===== config.mk =====
export PLATFORM = sky130hd
export DESIGN_NAME = chipset_index_regs_shadow_port92_top
export DESIGN_NICKNAME = d
export VERILOG_FILES = /design/src/sv/cirp92_pkg.sv /design/src/sv/cirp92_ram.sv /design/src/sv/chipset_index_regs_shadow_port92_top.sv
export SDC_FILE = /design/constraint.sdc
export NUM_CORES = 2
export LEC_CHECK = 0
export ABC_AREA = 1
export BUFFER_PORTS_ARGS = -buffer_cell sky130_fd_sc_hd__buf_2
export CORE_MARGIN = 1.5
export CORE_UTILIZATION = 40
export CTS_BUF_LIST = sky130_fd_sc_hd__clkbuf_16
export CTS_CLUSTER_DIAMETER = 50
export CTS_CLUSTER_SIZE = 28
export DETAILED_ROUTE_END_ITERATION = 8
export PLACE_DENSITY_LB_ADDON = 0.1
export RECOVER_POWER = 50
export SYNTH_ARGS = -nofsm -noshare
export SYNTH_HDL_FRONTEND = slang
export SYNTH_SLANG_ARGS = --single-unit

===== constraint.sdc =====
create_clock -name aclk -period 7.5 [get_ports aclk]
set_clock_uncertainty 0.15 [all_clocks]
set_input_delay 0.375 -clock aclk [delete_from_list [all_inputs] [get_ports aclk]]
set_output_delay 0.375 -clock aclk [all_outputs]
set_load 0.05 [all_outputs]

===== src/sv/cirp92_pkg.sv =====
// Shared types and constants for the indexed chipset register block.
// Used by the top level; no dependencies.
package cirp92_pkg;

    localparam logic [15:0] PortIndex = 16'h00F2;
    localparam logic [15:0] PortData  = 16'h00F3;
    localparam logic [15:0] PortPost  = 16'h0078;
    localparam logic [15:0] PortFast  = 16'h0092;

    localparam logic [7:0] ShadowReg   = 8'h02;
    localparam logic [7:0] Port92Fill  = 8'hFC;

    localparam logic OpRead  = 1'b0;
    localparam logic OpWrite = 1'b1;

    typedef struct packed {
        logic [7:0]  write_data;
        logic [15:0] port_address;
        logic        operation;
    } item_t;

    typedef struct packed {
        logic       soft_reset;
        logic       a20_changed;
        logic       a20_gate;
        logic       e_seg_write_internal;
        logic       e_seg_read_internal;
        logic       f_seg_write_internal;
        logic       f_seg_read_internal;
        logic [7:0] read_data;
        logic       claimed;
    } result_t;

    typedef struct packed {
        logic is_index;
        logic is_data;
        logic is_post;
        logic is_fast;
    } port_dec_t;

    function automatic port_dec_t decode_port(input logic [15:0] addr);
        port_dec_t d;
        d.is_index = (addr == PortIndex);
        d.is_data  = (addr == PortData);
        d.is_post  = (addr == PortPost);
        d.is_fast  = (addr == PortFast);
        return d;
    endfunction

endpackage


===== src/sv/cirp92_ram.sv =====
// Generic single-write, single-read RAM with registered read data.
// No dependencies.
module cirp92_ram #(
    parameter int WIDTH = 8,
    parameter int DEPTH = 256
) (
    input  logic                     clk,
    input  logic                     we,
    input  logic [$clog2(DEPTH)-1:0] waddr,
    input  logic [WIDTH-1:0]         wdata,
    input  logic                     re,
    input  logic [$clog2(DEPTH)-1:0] raddr,
    output logic [WIDTH-1:0]         rdata
);

    logic [WIDTH-1:0] mem [DEPTH];

    always_ff @(posedge clk) begin
        if (we) begin
            mem[waddr] <= wdata;
        end
        if (re) begin
            rdata <= mem[raddr];
        end
    end

endmodule


===== src/sv/chipset_index_regs_shadow_port92_top.sv =====
// Indexed chipset registers (ports F2h/F3h), POST port 78h and port 92h fast A20 latch.
// Depends on cirp92_pkg and cirp92_ram.
//
// One I/O access per item, one item accepted every cycle unless the output stalls.
// An accepted item sits in the work stage while the register file RAM delivers its
// registered read, then its result lands in the output register and m_tvalid rises;
// a stalled output holds the item in the work stage and stops new items.
// Reads of the register file return zero for entries never written since reset
// (per-entry valid flops), so no clearing pass is needed after reset. Shadow control
// outputs come from a flop copy of register 2.
module chipset_index_regs_shadow_port92_top #(
    parameter int REG_COUNT = 256
) (
    input  logic        aclk,
    input  logic        aresetn,
    input  logic        s_tvalid,
    output logic        s_tready,
    input  logic [23:0] s_tdata,   // port_address[15:0], write_data[23:16]
    input  logic        s_tuser,   // operation
    output logic        m_tvalid,
    input  logic        m_tready,
    output logic [15:0] m_tdata    // claimed, read_data[8:1], f_seg_read_internal,
                                   // f_seg_write_internal, e_seg_read_internal,
                                   // e_seg_write_internal, a20_gate, a20_changed,
                                   // soft_reset
);

    localparam int AW = $clog2(REG_COUNT);
    localparam logic [8:0] RegCountW = 9'(REG_COUNT);

    cirp92_pkg::item_t     item_reg;
    logic                  s1_valid_reg;
    cirp92_pkg::result_t   res_reg, res_next;
    logic                  m_valid_reg;

    logic [7:0]            index_reg, index_next;
    logic [7:0]            shadow_reg, shadow_next;
    logic [7:0]            latch_reg, latch_next;
    logic                  a20_reg, a20_next;
    logic [REG_COUNT-1:0]  valid_reg;
    logic                  rdv_reg;
    logic                  fwd_reg;
    logic [7:0]            fwd_data_reg;

    logic                  accept, advance;
    logic                  ram_we;
    logic [AW-1:0]         waddr, raddr;
    logic [7:0]            ram_q;
    logic                  fwd_next;
    logic                  in_range;
    logic [7:0]            file_byte;
    logic                  is_wr;
    cirp92_pkg::port_dec_t dec;

    assign advance  = s1_valid_reg && (!m_valid_reg || m_tready);
    assign s_tready = !s1_valid_reg || advance;
    assign accept   = s_tvalid && s_tready;

    assign dec      = cirp92_pkg::decode_port(item_reg.port_address);
    assign is_wr    = (item_reg.operation == cirp92_pkg::OpWrite);
    assign in_range = ({1'b0, index_reg} < RegCountW);
    assign waddr    = index_reg[AW-1:0];
    assign raddr    = index_next[AW-1:0];
    assign ram_we   = advance && is_wr && dec.is_data && in_range;
    assign fwd_next = ram_we && (waddr == raddr);

    assign file_byte = !in_range ? 8'h00 :
                       fwd_reg   ? fwd_data_reg :
                       rdv_reg   ? ram_q : 8'h00;

    cirp92_ram #(
        .WIDTH (8),
        .DEPTH (REG_COUNT)
    ) u_regfile (
        .clk   (aclk),
        .we    (ram_we),
        .waddr (waddr),
        .wdata (item_reg.write_data),
        .re    (accept),
        .raddr (raddr),
        .rdata (ram_q)
    );

    always_comb begin
        index_next  = index_reg;
        shadow_next = shadow_reg;
        latch_next  = latch_reg;
        a20_next    = a20_reg;
        res_next    = '0;
        if (advance) begin
            if (dec.is_index) begin
                res_next.claimed = 1'b1;
                if (is_wr) begin
                    index_next = item_reg.write_data;
                end else begin
                    res_next.read_data = index_reg;
                end
            end else if (dec.is_data) begin
                res_next.claimed = 1'b1;
                if (is_wr) begin
                    if (index_reg == cirp92_pkg::ShadowReg) begin
                        shadow_next = item_reg.write_data;
                    end
                end else begin
                    res_next.read_data = file_byte;
                end
            end else if (dec.is_post) begin
                res_next.claimed = 1'b1;
            end else if (dec.is_fast) begin
                res_next.claimed = 1'b1;
                if (is_wr) begin
                    a20_next = item_reg.write_data[1];
                    res_next.a20_changed = (item_reg.write_data[1] != a20_reg);
                    res_next.soft_reset  = ~latch_reg[0] & item_reg.write_data[0];
                    latch_next = item_reg.write_data | cirp92_pkg::Port92Fill;
                end else begin
                    res_next.read_data = latch_reg | cirp92_pkg::Port92Fill;
                end
            end
        end
        res_next.f_seg_read_internal  = shadow_next[3] & shadow_next[4];
        res_next.f_seg_write_internal = shadow_next[3] & ~shadow_next[5];
        res_next.e_seg_read_internal  = shadow_next[2] & shadow_next[4];
        res_next.e_seg_write_internal = shadow_next[2] & ~shadow_next[5];
        res_next.a20_gate             = a20_next;
    end

    always_ff @(posedge aclk) begin
        if (!aresetn) begin
            s1_valid_reg <= 1'b0;
            m_valid_reg  <= 1'b0;
            index_reg    <= '0;
            shadow_reg   <= '0;
            latch_reg    <= '0;
            a20_reg      <= 1'b0;
            valid_reg    <= '0;
            rdv_reg      <= 1'b0;
            fwd_reg      <= 1'b0;
        end else begin
            index_reg  <= index_next;
            shadow_reg <= shadow_next;
            latch_reg  <= latch_next;
            a20_reg    <= a20_next;
            if (ram_we) begin
                valid_reg[waddr] <= 1'b1;
            end
            if (accept) begin
                s1_valid_reg <= 1'b1;
                rdv_reg      <= valid_reg[raddr];
                fwd_reg      <= fwd_next;
            end else if (advance) begin
                s1_valid_reg <= 1'b0;
            end
            if (advance) begin
                m_valid_reg <= 1'b1;
            end else if (m_tready) begin
                m_valid_reg <= 1'b0;
            end
        end
    end

    always_ff @(posedge aclk) begin
        if (accept) begin
            item_reg.operation    <= s_tuser;
            item_reg.port_address <= s_tdata[15:0];
            item_reg.write_data   <= s_tdata[23:16];
            fwd_data_reg          <= item_reg.write_data;
        end
        if (advance) begin
            res_reg <= res_next;
        end
    end

    assign m_tvalid = m_valid_reg;
    assign m_tdata  = res_reg;

    // latch is either untouched or has its upper bits forced high
    a_latch_fill: assert property (@(posedge aclk) disable iff (!aresetn)
        (latch_reg == 8'h00) || (&latch_reg[7:2]))
        else $error("port 92 latch upper bits not set");

    // forwarding only follows a RAM write seen at an accept edge
    a_fwd_src: assert property (@(posedge aclk) disable iff (!aresetn)
        fwd_reg && !$stable(fwd_reg) |-> $past(accept) && $past(ram_we))
        else $error("forward flag without write");

    a_rdata_claimed: assert property (@(posedge aclk) disable iff (!aresetn)
        m_valid_reg && (res_reg.read_data != 8'h00) |-> res_reg.claimed)
        else $error("read data on unclaimed port");

    a_sreset_claimed: assert property (@(posedge aclk) disable iff (!aresetn)
        m_valid_reg && (res_reg.soft_reset || res_reg.a20_changed) |-> res_reg.claimed)
        else $error("port 92 event on unclaimed access");

endmodule


==> reports/qor.txt <==
======================================================================================================
Max-slew headroom at the worst pin                                                               -2.07
Final routed DRC violation total                                                                     0
Pleak                                                                                        0.0371 uW
Post-DR wirelength/cell                                                                        25.4 um
Starting density of the core                                                                     0.404
Final-report setup violation count                                                                   0
Post-synth EDFFs                                                                                  2105
RSZ-0062 raised after global routing                                                                no
Post-layout nets                                                                                  8286
Met3 GRT Util                                                                                   0.0334
Largest incremental delay on the critical path                                                 2.90 ns
Die extent in x                                                                                 494 um
Netlist area before placement                                                             0.0963 sq mm
Total power density per cell area                                                          255 mW/mm^2
Antenna violations before repair                                                                     5
Register area                                                                             0.0687 sq mm
Synthesis-to-finish area growth                                                                  12.4%
Number of synthesis warnings                                                                         0
Total overflow reported by the global router                                                         0
Status                                                                                    finished, violations left
Sum of net half-perimeters after detailed placement                                          160000 um
Clock Path Buffers                                                                                   3
Path type of the worst setup path                                                         flop to flop
Num ports                                                                                           47
Critical Path Sink Type                                                                           flop
First drt pass iteration count                                                                       5
Family with the most delay on the worst path                                              buffers and inverters
Flip-flop and latch count after synthesis                                                         2380
Sum of buffers and inverters on the critical path                                                    3
Die footprint                                                                              0.244 sq mm
H-Tree Level Count                                                                                   4
Number of inserted filler cells in the final layout                                              21.9k
Met1 usage in global routing                                                                     0.345
Mean instance size in the synthesized netlist                                               11.5 sq um
Routing usage on met2                                                                            0.377
Number of global-route vias before repair                                                        61.4k
All-Layer GR Usage                                                                               0.239
Drt first-iter violations                                                                         6206
Share of flip-flops with an asynchronous set or reset after synthesis                                0
Biggest fanout along the worst timing path                                                          73
Antenna-violating nets left                                                                          0
Series of cell instances along the critical path                                          clkbuf_1 -> clkbuf_1 -> clkbuf_2
CTS tree                                                                                         built
Post-synthesis cell type with the largest combined area                                   sky130_fd_sc_hd__edfxtp_1
Final sum of negative setup slack                                                                 0 ns
Worst-case setup slack after placement                                                         2.22 ns
Most congested layer reported by global routing                                                   met2
Final Wtd Congestion                                                                             0.830
Worst EP required                                                                              7.86 ns
Drt via density                                                                                   5.52
Via count                                                                                        64.2k
Data arrival time at the worst-slack endpoint                                                  6.46 ns
Pin count of the biggest net entering global routing                                               179
Core Region                                                                                0.239 sq mm
TritonCTS buffer count                                                                             241
Crit path launch type                                                                             flop
Sequential share of the synthesized area                                                         0.714
Most frequently used cell type in the post-synthesis netlist                              sky130_fd_sc_hd__edfxtp_1
Fraction of final layout cells sized beyond drive strength 1                                    0.0752
Insertion delay of the later-clocked pin in the worst-skew pair                                0.91 ns
Die extent in y                                                                                 494 um
# rows                                                                                             179
Endpoints failing hold                                                                               0
CP most frequent cell                                                                     sky130_fd_sc_hd__clkbuf_1
Multi-input combinational cell area                                                       0.0241 sq mm
Cell type of the slowest stage on the worst timing path                                   sky130_fd_sc_hd__clkbuf_1
CTS root buffer                                                                           sky130_fd_sc_hd__clkbuf_16
Min-Delay Path Class                                                                      input port to flop
Primary flip-flop cell chosen by synthesis mapping                                        sky130_fd_sc_hd__edfxtp_1
Slack of the critical path                                                                     1.40 ns
IO Port Bufs                                                                                        46
Nets in the synthesized netlist                                                                   8368
Share of the clock period used by the worst path after layout                                    0.814
Number of max-slew violations in the final report                                                 1582
Wirelength, routed                                                                           295000 um
Final core occ                                                                                   0.454
Violated checks                                                                           max-capacitance violations, max-slew violations
Distinct cells, synth                                                                               42
Synthesized netlist cell count                                                                    8339
Clock transition at the register clock pins on the worst setup and hold paths after CTS        0.06 ns
Cell types with the highest counts after synthesis                                        2105 x sky130_fd_sc_hd__edfxtp_1, 1931 x sky130_fd_sc_hd__nand2_1, 1087 x sky130_fd_sc_hd__nand3_1
Max-cap violations                                                                                  26
Max Freq                                                                                       164 MHz
First-pass GRT wire length                                                                   431000 um
Count of clock tree sinks                                                                         2380
Worst-Margin Slew                                                                              4.60 ns
Share of Yosys cell area claimed by the top area cell type                                       0.657
Number of flip-flops in the largest register                                                      2048
Max IR drop VDD                                                                                 261 uV
Clock period minus worst slack                                                                 6.10 ns
Synth top area cells                                                                      sky130_fd_sc_hd__edfxtp_1 66%, sky130_fd_sc_hd__nand2_1 7.5%, sky130_fd_sc_hd__dfxtp_1 5.7%, sky130_fd_sc_hd__nand3_1 5.7%, sky130_fd_sc_hd__nor2_1 3.5%
======================================================================================================
worst register-to-register path, stage by stage, from the launching register on:
cell and delay, ns:
sky130_fd_sc_hd__edfxtp_1 0.32, sky130_fd_sc_hd__clkbuf_1 0.91, sky130_fd_sc_hd__clkbuf_1 2.92, sky130_fd_sc_hd__clkbuf_2 1.39
final timing paths:
| check | from | endpoint | slack (ns) | depth (start not counted) |
|---|---|---|---|---|
| setup / recovery | item_reg[22] | u_regfile.mem[68][5] | 1.40 | 3 |
| hold / removal | m_tready | m_tvalid | 0.18 | 5 |
| hold reg to reg | valid_reg[65] | valid_reg[65] | 0.31 | 1 |
| setup reg to reg | item_reg[22] | u_regfile.mem[68][5] | 1.40 | 3 |
metal layers:
metal | wire length (um) | share of wire
met1 | 134000 | 0.45
met2 | 137000 | 0.46
met3 | 17500 | 0.059
met4 | 7500 | 0.025
met5 | 0 | 0
through the flow:
step / instance area [sq um] / hold WS [ns] / power, uW / cells
after floorplan: 96300 / 0.282 / 14900 / 8339
final: 108000 / 0.179 / 27600 / 11600
after CTS: 108000 / 0.101 / 27800 / 11600
after detailed placement: 99200 / 0.294 / 15000 / 11100
after global placement: 99200 / 0.287 / 15000 / 11100
after global routing: 108000 / 0.203 / 28300 / 11600
where the power goes:
part	internal (uW)	switching [uW]	leakage, uW
registers	14400	12.8	0.0212
logic	41.2	289	0.0117
clock network	7040	5740	0.00422
cell type report:
cell class	instances	share of cell area
clock inverters	205	0.0197
flip-flops and latches	2380	0.635
well taps	3167	0.0366
clock buffers	257	0.0594
diodes	3	0.0000694
multi-input cells	5229	0.223
inverters	158	0.00591
repair buffers	247	0.0199
placed cells by master, fill, tap and decap left out, drive strengths merged, types with 3 or more instances in the layout:
cell type,Yosys,routed
edfxtp,2105,2105
nand2,1937,1937
nand3,1089,1089
nor2,906,906
o21ai,594,594
clkbuf,174,304
o22ai,288,288
dfxtp,275,275
o21a,253,253
inv,154,242
buf,398,147
clkinv,4,83
nand3b,63,63
o211ai,54,54
dlygate4sd3,0,53
clkinvlp,0,20
bufinv,0,18
a21oi,11,11
or2,9,9
a22oi,8,8
o221ai,5,5
diode,0,3
nor4,3,3
timing repair:
action                    CTS  global route
resized for setup           0             0
hold endpoints to repair  101             0
buffers inserted            0             0
hold buffers               53             0
logic make-up after synthesis:
kind of cell | count (synthesis) | synth area share
buf+inv | 730 | 0.0366
compound gates | 1214 | 0.0753
xor+xnor | 1 | 0.0000910
mux | 2 | 0.000208
flops | 2380 | 0.714
simple gates | 4012 | 0.174
Note: power is estimated with default switching activity, not from simulation.
